### src/hw/rtl/vcs_pkg.sv
`timescale 1ns / 1ps
// ============================================================================
// vcs_pkg
// Shared types and constants of the valid 2D convolution stream block.
// ============================================================================
package vcs_pkg;

    // Sizing of the stores.
    localparam int MAX_COLS   = 256;
    localparam int MAX_KERNEL = 8;

    localparam int LANE_W     = $clog2(MAX_KERNEL);
    localparam int KDIM_W     = $clog2(MAX_KERNEL + 1);
    localparam int COL_W      = $clog2(MAX_COLS);
    localparam int COL_GRPS   = MAX_COLS / MAX_KERNEL;
    localparam int GRP_W      = $clog2(COL_GRPS);
    localparam int LINE_DEPTH = MAX_KERNEL * COL_GRPS;
    localparam int LADDR_W    = $clog2(LINE_DEPTH);
    localparam int W_TAPS     = MAX_KERNEL * MAX_KERNEL;
    localparam int TAP_W      = $clog2(W_TAPS);
    localparam int W_GRPS     = MAX_KERNEL;
    localparam int WGRP_W     = $clog2(W_GRPS);

    // Fixed field widths.
    localparam int SAMPLE_W   = 16;
    localparam int PROD_W     = 32;
    localparam int ACC_W      = 40;
    localparam int DIM_W      = 9;
    localparam int KREG_W     = 4;
    localparam int CFG_IDX_W  = 2;
    localparam int CFG_DATA_W = 9;
    localparam int WIDX_W     = 6;

    // Configuration register indexes.
    localparam logic [CFG_IDX_W-1:0] CFG_IMAGE_ROWS  = 2'd0;
    localparam logic [CFG_IDX_W-1:0] CFG_IMAGE_COLS  = 2'd1;
    localparam logic [CFG_IDX_W-1:0] CFG_KERNEL_ROWS = 2'd2;
    localparam logic [CFG_IDX_W-1:0] CFG_KERNEL_COLS = 2'd3;

    // Operation codes of an input item.
    localparam logic OP_WEIGHT = 1'b0;
    localparam logic OP_PIXEL  = 1'b1;

    typedef logic signed [SAMPLE_W-1:0] sample_t;
    typedef logic signed [PROD_W-1:0]   prod_t;
    typedef logic signed [ACC_W-1:0]    acc_t;

    typedef struct packed {
        logic                       operation;
        logic [WIDX_W-1:0]          weight_index;
        logic signed [SAMPLE_W-1:0] weight_value;
        logic signed [SAMPLE_W-1:0] pixel;
    } in_item_t;

    typedef struct packed {
        logic signed [ACC_W-1:0] out_value;
        logic [7:0]              out_row;
        logic [7:0]              out_col;
        logic                    last;
    } out_item_t;

    // Control that travels with one kernel row of read data.
    typedef struct packed {
        logic              valid;
        logic              first;
        logic              final_row;
        logic [LANE_W-1:0] pix_lane;
        logic [LANE_W-1:0] w_lane;
    } mac_ctrl_t;

    typedef enum logic [1:0] {
        S_IDLE,
        S_READ,
        S_WAIT,
        S_HOLD
    } state_t;

endpackage

### src/hw/rtl/vcs_weight_store.sv
`timescale 1ns / 1ps
// ============================================================================
// vcs_weight_store
// Kernel weight memory, interleaved over lanes so that a run of consecutive
// taps is read together in a single access.
// ============================================================================
module vcs_weight_store
    import vcs_pkg::*;
(
    input  logic                        clk,
    input  logic                        wr_en,
    input  logic [WIDX_W-1:0]           wr_index,
    input  sample_t                     wr_data,
    input  logic [TAP_W-1:0]            rd_tap,
    output sample_t [MAX_KERNEL-1:0]    rd_data
);

    logic [LANE_W-1:0] wr_lane;
    logic [WGRP_W-1:0] wr_grp;
    logic              wr_ok;
    logic [LANE_W-1:0] rd_lane;
    logic [WGRP_W-1:0] rd_grp;

    // Tap t lives in lane t mod MAX_KERNEL, at group t / MAX_KERNEL.
    assign wr_ok   = ({1'b0, wr_index} < (WIDX_W + 1)'(W_TAPS));
    assign wr_lane = LANE_W'(wr_index % MAX_KERNEL);
    assign wr_grp  = WGRP_W'(wr_index / MAX_KERNEL);
    assign rd_lane = LANE_W'(rd_tap % MAX_KERNEL);
    assign rd_grp  = WGRP_W'(rd_tap / MAX_KERNEL);

    for (genvar b = 0; b < MAX_KERNEL; b++) begin : g_bank
        sample_t           mem [W_GRPS];
        logic [WGRP_W-1:0] rd_addr;

        // Lanes below the start lane hold taps of the following group.
        assign rd_addr = rd_grp + WGRP_W'((LANE_W'(b) < rd_lane) ? 1 : 0);

        always_ff @(posedge clk)
        begin
            if (wr_en && wr_ok && (wr_lane == LANE_W'(b)))
            begin
                mem[wr_grp] <= wr_data;
            end
            rd_data[b] <= mem[rd_addr];
        end
    end

endmodule

### config.mk
export PLATFORM = sky130hd
export DESIGN_NAME = vcs_weight_store
export DESIGN_NICKNAME = d
export VERILOG_FILES = /design/src/hw/rtl/vcs_pkg.sv /design/src/hw/rtl/vcs_weight_store.sv
export SDC_FILE = /design/constraint.sdc
export NUM_CORES = 1
export LEC_CHECK = 0
export BUFFER_PORTS_ARGS = -buffer_cell sky130_fd_sc_hd__buf_4
export CAP_MARGIN = 15
export CORE_MARGIN = 1.5
export CORE_UTILIZATION = 44
export CTS_CLUSTER_SIZE = 20
export DETAILED_ROUTE_END_ITERATION = 10
export GPL_TIMING_DRIVEN = 0
export PLACE_DENSITY = 0.68
export SKIP_CTS_REPAIR_TIMING = 1
export SLEW_MARGIN = 20
export SYNTH_ARGS = -nofsm -noshare
export SYNTH_HDL_FRONTEND = slang
export SYNTH_SLANG_ARGS = --single-unit
### constraint.sdc
create_clock -name clk -period 1.9 [get_ports clk]
set_input_delay 0.095 -clock clk [delete_from_list [all_inputs] [get_ports clk]]
set_output_delay 0.095 -clock clk [all_outputs]
set_load 0.005 [all_outputs]
==> results of run 1 <==
cell usage after synthesis:
cell / count / area, um2
sky130_fd_sc_hd__xnor2_1: 2 / 17.5
sky130_fd_sc_hd__or2_2: 1 / 6.26
sky130_fd_sc_hd__nor2_1: 67 / 251
sky130_fd_sc_hd__a2111oi_0: 224 / 1960
sky130_fd_sc_hd__nor4_1: 112 / 701
sky130_fd_sc_hd__buf_1: 14 / 52.6
sky130_fd_sc_hd__or3_1: 2 / 12.5
sky130_fd_sc_hd__o21a_1: 1 / 7.51
sky130_fd_sc_hd__ha_1: 14 / 175
sky130_fd_sc_hd__nor2b_1: 227 / 1420
sky130_fd_sc_hd__xor2_1: 7 / 61.3
sky130_fd_sc_hd__mux2_2: 16 / 180
sky130_fd_sc_hd__mux2i_1: 224 / 2240
sky130_fd_sc_hd__nand4_1: 1 / 6.26
sky130_fd_sc_hd__nand3b_1: 3 / 22.5
sky130_fd_sc_hd__a21o_1: 1 / 7.51
sky130_fd_sc_hd__buf_8: 1 / 15.0
sky130_fd_sc_hd__or3b_2: 1 / 8.76
sky130_fd_sc_hd__dfxtp_1: 128 / 2560
sky130_fd_sc_hd__edfxtp_1: 1024 / 30700
sky130_fd_sc_hd__mux4_2: 32 / 721
sky130_fd_sc_hd__and3_1: 225 / 1410
sky130_fd_sc_hd__nand3_1: 5 / 25.0
sky130_fd_sc_hd__and2_1: 1 / 6.26
sky130_fd_sc_hd__buf_4: 15 / 113
sky130_fd_sc_hd__nand2_1: 5 / 18.8
sky130_fd_sc_hd__buf_2: 36 / 180
sky130_fd_sc_hd__clkbuf_1: 111 / 417
sky130_fd_sc_hd__xnor2_2: 5 / 81.3
worst register-to-register path, stage by stage, from the launching register on:
cell and delay [ps]:
sky130_fd_sc_hd__edfxtp_1 380, sky130_fd_sc_hd__nor2b_1 140, sky130_fd_sc_hd__a2111oi_0 740, sky130_fd_sc_hd__nor4_1 200
power breakdown:
part | switching, uW | internal (uW) | total (uW)
sequential | 261 | 28200 | 28400
clock | 9460 | 13900 | 23400
combinational | 2950 | 1750 | 4710
area by class of cell:
class                           instances  area [um2]
Sequential cell                      1152       33300
Fill cell                            7779       47300
Clock inverter                         61         732
Clock buffer                          151        3240
Multi-Input combinational cell       1176        9860
Buffer                                177         827
Timing Repair Buffer                  161        1250
Tap cell                             1287        1610
Antenna cell                            3        7.51
stage by stage:
stage                     setup WS, ps  utilization  total power (uW)
after global routing              -125        0.518             58100
after CTS                         -291        0.514             56600
after floorplan                   -130            -             31000
after global placement           -1120        0.471             33400
final                            -44.4        0.518             56500
after detailed placement          -990        0.474             33500
kinds of logic (layout without fill, tap and decap cells):
logic type,after synthesis,count (layout)
buffers and inverters,177,550
other,0,3
flip-flops,1152,1152
AO/OA/AOI/OAI,226,226
adder cells (fa/ha/maj),14,14
AND/OR/NAND/NOR,650,650
XOR/XNOR,14,14
multiplexers,272,272
flip-flops by register name, summed over array words and instances, names as in the netlist:
signal / count
g_bank.mem: 1024
rd_data: 128
how the worst max path moves through the flow:
stage / slack (ps) / end
floorplan: -130 / g_bank[7].mem[2][0]
finish: -40 / g_bank[5].mem[7][3]
global placement: -1120 / g_bank[7].mem[2][4]
detailed placement: -990 / g_bank[6].mem[5][8]
global route: -120 / g_bank[5].mem[5][12]
CTS: -290 / g_bank[6].mem[7][13]
routing by layer:
layer  track usage  up-vias  share of wire
met2         0.337     1124           0.48
met3        0.0385      191          0.084
met5             0        -        0.00034
met1         0.286    12178           0.41
met4        0.0711        6          0.030
li1              -    10609              -
==> impl_metrics.py, run 1 <==
metrics = {
    "timing": {
        "totalNegativeSetupSlack_ps": -1410,
        "timing.fmax_mhz": 514,
        "worst_slew_pin_slew_ps": 1150,
        "fin_crit_sh": 1.02,
        "timing.slew.headroom": 0.231,
        "post-route-worst-setup-slack_ps": -44.4,
        "setup_repair_after_global_routing_missed_its_margin": "true",
        "final_max_slew_viol_count": 0,
        "fin_worst_hold_slack_ps": 23.5,
        "setup_viol": 39,
        "timing.final.hold_violations": 0,
        "fin_crit_ps": 1940,
        "fin_skew_ps": 23.7,
    },
    "yosys": {
        "synth.mux.area_fraction": 0.0724,
        "ys.warnings.count": 0,
        "post_synthesis_sequential_element_count": 1152,
        "count_of_different_cell_masters_after_synthesis": 29,
        "synthesis.instances": 2505,
        "synth_adder_area_share": 0.00403,
        "syn_area_per_cell_um2": 17.3,
        "post_synth_instance_area_um2": 43400,
        "synth_simple_gate_area_share": 0.0895,
        "synth_top_family_by_area": "simple AND/OR/NAND/NOR gates",
        "synth_nets": 2549,
        "synth_compound_area_frac": 0.0455,
        "fraction_of_synthesized_cell_area_in_xor_and_xnor_cells": 0.00369,
        "synth.yosys.seq_area_share": 0.767,
    },
    "detailed_routing": {
        "remaining_routing_drc_violations": 0,
        "avgViaCountPerCell": 5.78,
        "postRouteWirelength_um": 107000,
        "first_iter_violations": 2693,
        "drt_first_pass_iters": 6,
        "antenna_violating_nets_post_route": 0,
        "route.detailed.wl_per_inst_um": 25.6,
        "routed-via-count": 24108,
    },
    "hold_path": {
        "holdPathStages": 1,
        "worst_min_delay_path_startpoint": "wr_data[0]",
        "min_to": "g_bank[1].mem[6][0]",
        "min-delay-path-class": "in2reg",
    },
    "placed_design": {
        "cell_area_after_placement_um2": 46500,
        "numPlacedInstances": 3953,
        "dp.final_hpwl_um": 64900,
        "place.port_buffers": 153,
        "gp_routability_congestion": 0.896,
    },
    "clock_network": {
        "clock_sink_count": 1152,
        "clk-insertion-delay-late_ps": 700,
        "clk_root_buffer_cell": "sky130_fd_sc_hd__clkbuf_16",
        "path_clk_slew_ps": 60,
        "numCtsBuffers": 112,
        "tritoncts": "yes",
        "cts-root-to-sink-buffers": 3,
        "h-tree-depth": 3,
    },
    "die": {
        "die_area_um2": 101000,
        "start_util": 0.443,
        "placeableCoreArea_um2": 98100,
        "std_cell_rows": 115,
        "die_x_um": 317,
        "die-height_um": 317,
        "io_pins": 158,
    },
    "layout": {
        "layout-drive-gt1-share": 0.199,
        "nNetsFinal": 2824,
        "most-common-layout-cells": "sky130_fd_sc_hd__edfxtp_1 (1,024), sky130_fd_sc_hd__nor2b_1 (227), sky130_fd_sc_hd__and3_1 (225)",
        "finalNonFillerCells": 4168,
        "flow.area_growth_from_synthesis_pct": 17.1,
        "post-route-cell-area_um2": 50800,
        "layout.cells.most_common": "sky130_fd_sc_hd__edfxtp_1",
    },
    "grt": {
        "maximum_number_of_pins_on_one_net_before_global_route_repair": 65,
        "grt_first_pass_wirelength_um": 154000,
        "grt.total_usage": 0.209,
        "first_global_vias": 23826,
        "globalRouteOverflowTotal": 0,
        "grt_antenna_before_repair": 5,
    },
    "setup_path": {
        "critPathTopFamily": "simple AND/OR/NAND/NOR gates",
        "crit_arrival_ps": 2250,
        "r2r_start": "g_bank[3].mem[0][12]",
        "cp.depth": 3,
        "cp-start-kind": "input port",
        "setup_crit_end_kind": "flop",
        "worst-r2r-cell-count": 3,
        "path_cells": "clkbuf_1, nand3_1, nor2_2",
        "worst_r2r_endpoint": "rd_data[60]",
        "critical-path-slowest-cell": "sky130_fd_sc_hd__nor2_2",
        "r2r_slack_ps": 250,
        "critPathBufInv": 1,
        "critical_path.startpoint": "wr_index[4]",
        "worstPathMaxFanout": 16,
        "cp_data_required_time_ps": 2200,
        "worstSetupPathType": "in2reg",
        "crit_path_max_incr_delay_ps": 1030,
    },
    "outcome": {
        "outcome": "complete, but fails checks",
        "failed_checks": "setup timing",
    },
    "pwr": {
        "leakage_uw": 0.0174,
        "power_density_nw_per_um2": 1110,
        "power.ir.vdd_worst_mv": 0.947,
    },
    "flow_run": {
        "timing.max_cap.violations": 0,
    },
}
Power figures use the tool's default switching activity.
==> run 2: changes to the inputs <==
- PLACE_DENSITY: 0.68 -> 0.66
- clock period: 1.9 -> 2.5 ns (I/O delays scaled with it)
==> run 2 against run 1 <==
The run ends with hold timing left. Setup slack better by 200 ps. First-iteration DRC count down 11%. Core utilization down 0.38 points. Clock skew down 7.3 ps. Sequential share of layout area rose by 0.49 points. Non-clock buffer count increased by 7. Die area stayed put. Final area shrank 0.74%. Global-route usage grew 0.10 points. Highest routed layer unchanged.
==> impl_metrics.py, run 2 (same netlist as run 1, synthesis figures left out) <==
metrics = {
    "outcome": {
        "outcome": "complete, but fails checks",
        "failed_checks": "hold timing",
    },
    "clock_network": {
        "clk_root_buffer_cell": "sky130_fd_sc_hd__clkbuf_16",
        "clk-insertion-delay-late_ps": 690,
        "numCtsBuffers": 114,
        "path_clk_slew_ps": 70,
        "tritoncts": "yes",
        "clock_sink_count": 1152,
        "h-tree-depth": 3,
        "cts-root-to-sink-buffers": 3,
    },
    "flow_run": {
        "timing.max_cap.violations": 0,
    },
    "setup_path": {
        "crit_arrival_ps": 2820,
        "critPathBufInv": 2,
        "worstPathMaxFanout": 10,
        "critPathTopFamily": "simple AND/OR/NAND/NOR gates",
        "cp_common_cell": "sky130_fd_sc_hd__ha_1",
        "critical-path-slowest-cell": "sky130_fd_sc_hd__nor4_1",
        "cp_data_required_time_ps": 2980,
        "r2r_start": "g_bank[5].mem[0][13]",
        "setup_crit_end_kind": "flop",
        "worst-r2r-cell-count": 3,
        "cp.depth": 8,
        "worst_r2r_endpoint": "rd_data[93]",
        "worstSetupPathType": "in2reg",
        "cp-start-kind": "input port",
        "path_cells": "buf_4, a21o_1, ha_1, ha_1, buf_1, mux2i_1, and3_1, nor4_1",
        "crit_path_max_incr_delay_ps": 850,
        "r2r_slack_ps": 750,
    },
    "timing": {
        "timing.final.hold_violations": 6,
        "fin_crit_sh": 0.938,
        "timing.fmax_mhz": 426,
        "setup_repair_after_global_routing_missed_its_margin": "false",
        "timing.slew.headroom": 0.265,
        "fin_worst_hold_slack_ps": -33.6,
        "setup_viol": 0,
        "final_max_slew_viol_count": 0,
        "post-route-worst-setup-slack_ps": 155,
        "fin_crit_ps": 2340,
        "worst_slew_pin_slew_ps": 1100,
        "fin_skew_ps": 16.3,
    },
    "layout": {
        "nNetsFinal": 2833,
        "largest_register_ff_count": 1024,
        "final.fill_count": 7884,
        "most-common-layout-cells": "sky130_fd_sc_hd__edfxtp_1 (1,024), sky130_fd_sc_hd__nor2b_1 (227), sky130_fd_sc_hd__and3_1 (225)",
        "layout-drive-gt1-share": 0.183,
        "top_regs": "g_bank.mem x1024, rd_data x128",
        "layout.cells.most_common": "sky130_fd_sc_hd__edfxtp_1",
        "reg_with_most_ffs": "g_bank.mem",
        "flow.area_growth_from_synthesis_pct": 16.2,
        "sequential_cell_area_um2": 33300,
        "multiInputGateArea_um2": 9500,
    },
    "detailed_routing": {
        "remaining_routing_drc_violations": 0,
        "drt_first_pass_iters": 5,
        "postRouteWirelength_um": 107000,
        "routed-via-count": 23871,
        "first_iter_violations": 2408,
        "antenna_violating_nets_post_route": 0,
        "route.detailed.wl_per_inst_um": 25.5,
        "avgViaCountPerCell": 5.71,
    },
    "pwr": {
        "switching_power_summed_over_all_nets_uw": 9630,
        "clock_power_share": 0.412,
        "power_frac_comb": 0.081,
        "power_switching_share": 0.226,
        "post-layout-total-power_uw": 42600,
        "leakage_uw": 0.0173,
        "power.share.sequential": 0.507,
        "power_density_nw_per_um2": 844,
        "p_int_uw": 33000,
        "power.ir.vdd_worst_mv": 0.522,
    },
    "hold_path": {
        "min-delay-path-class": "in2reg",
        "holdPathStages": 1,
        "worst_min_delay_path_startpoint": "wr_data[15]",
        "min_to": "g_bank[1].mem[4][15]",
    },
    "die": {
        "die_x_um": 317,
        "die_area_um2": 101000,
        "placeableCoreArea_um2": 98100,
        "start_util": 0.443,
        "io_pins": 158,
        "std_cell_rows": 115,
        "die-height_um": 317,
    },
    "placed_design": {
        "place.port_buffers": 153,
        "gp_routability_congestion": 0.874,
        "pre_cts_setup_slack_ps": -516,
        "dp.final_hpwl_um": 65300,
    },
    "grt": {
        "globalRouteOverflowTotal": 0,
        "maximum_number_of_pins_on_one_net_before_global_route_repair": 65,
        "grt_antenna_before_repair": 10,
        "grt.total_usage": 0.210,
        "first_global_vias": 23844,
        "grt_first_pass_wirelength_um": 154000,
    },
}
-- run 2: stage by stage --
| stage | TNS, ps | util | hold slack (ps) | instances | cell area, um2 |
|---|---|---|---|---|---|
| after detailed placement | -35280 | 0.474 | 504 | 3960 | 46500 |
| after CTS | 0 | 0.514 | 38.2 | 4178 | 50400 |
| after global routing | 0 | 0.514 | 1.28 | 4179 | 50500 |
| final | 0 | 0.514 | -33.6 | 4182 | 50500 |
| after global placement | -249860 | 0.471 | 506 | 3945 | 46200 |
| after floorplan | 0 | - | 224 | 2505 | 43400 |
-- run 2: worst reg2reg max path, stage by stage (launching register included) --
cell and delay, ps:
sky130_fd_sc_hd__edfxtp_1 350, sky130_fd_sc_hd__nor2b_1 130, sky130_fd_sc_hd__a2111oi_0 810, sky130_fd_sc_hd__nor4_1 250
-- run 2: layer usage --
layer  track usage  up-vias  wire (um)
li1              -    10606          -
met1         0.286    12110      44400
met2         0.341      953      51000
met3        0.0400      192       7970
met4        0.0694       10       3080
met5             0        -         63
-- run 2: worst max path at each step --
stage / startpoint / endpoint / slack, ps
floorplan: wr_index[4] / g_bank[7].mem[2][0] / 440
global placement: wr_index[4] / g_bank[7].mem[6][5] / -660
detailed placement: rd_tap[2] / rd_data[34] / -520
CTS: rd_tap[2] / rd_data[34] / 200
global route: rd_tap[1] / rd_data[34] / 150
finish: rd_tap[1] / rd_data[34] / 160
-- run 2: area by class of cell --
cell class	instances	area share
antenna	4	0.000198
buffer	177	0.0154
clock buffer	163	0.0657
clock inverter	55	0.0121
multi-input combinational	1176	0.188
sequential	1152	0.660
tap	1287	0.0319
timing repair buffer	168	0.0263
-- run 2: power by group through the flow --
stage	registers, uW	logic [uW]	clock network [uW]
floorplan	22000	1600	0
global placement	22000	3340	0
detailed placement	22000	3440	0
CTS	21600	3460	17800
global route	21600	3690	18600
finish	21600	3440	17600
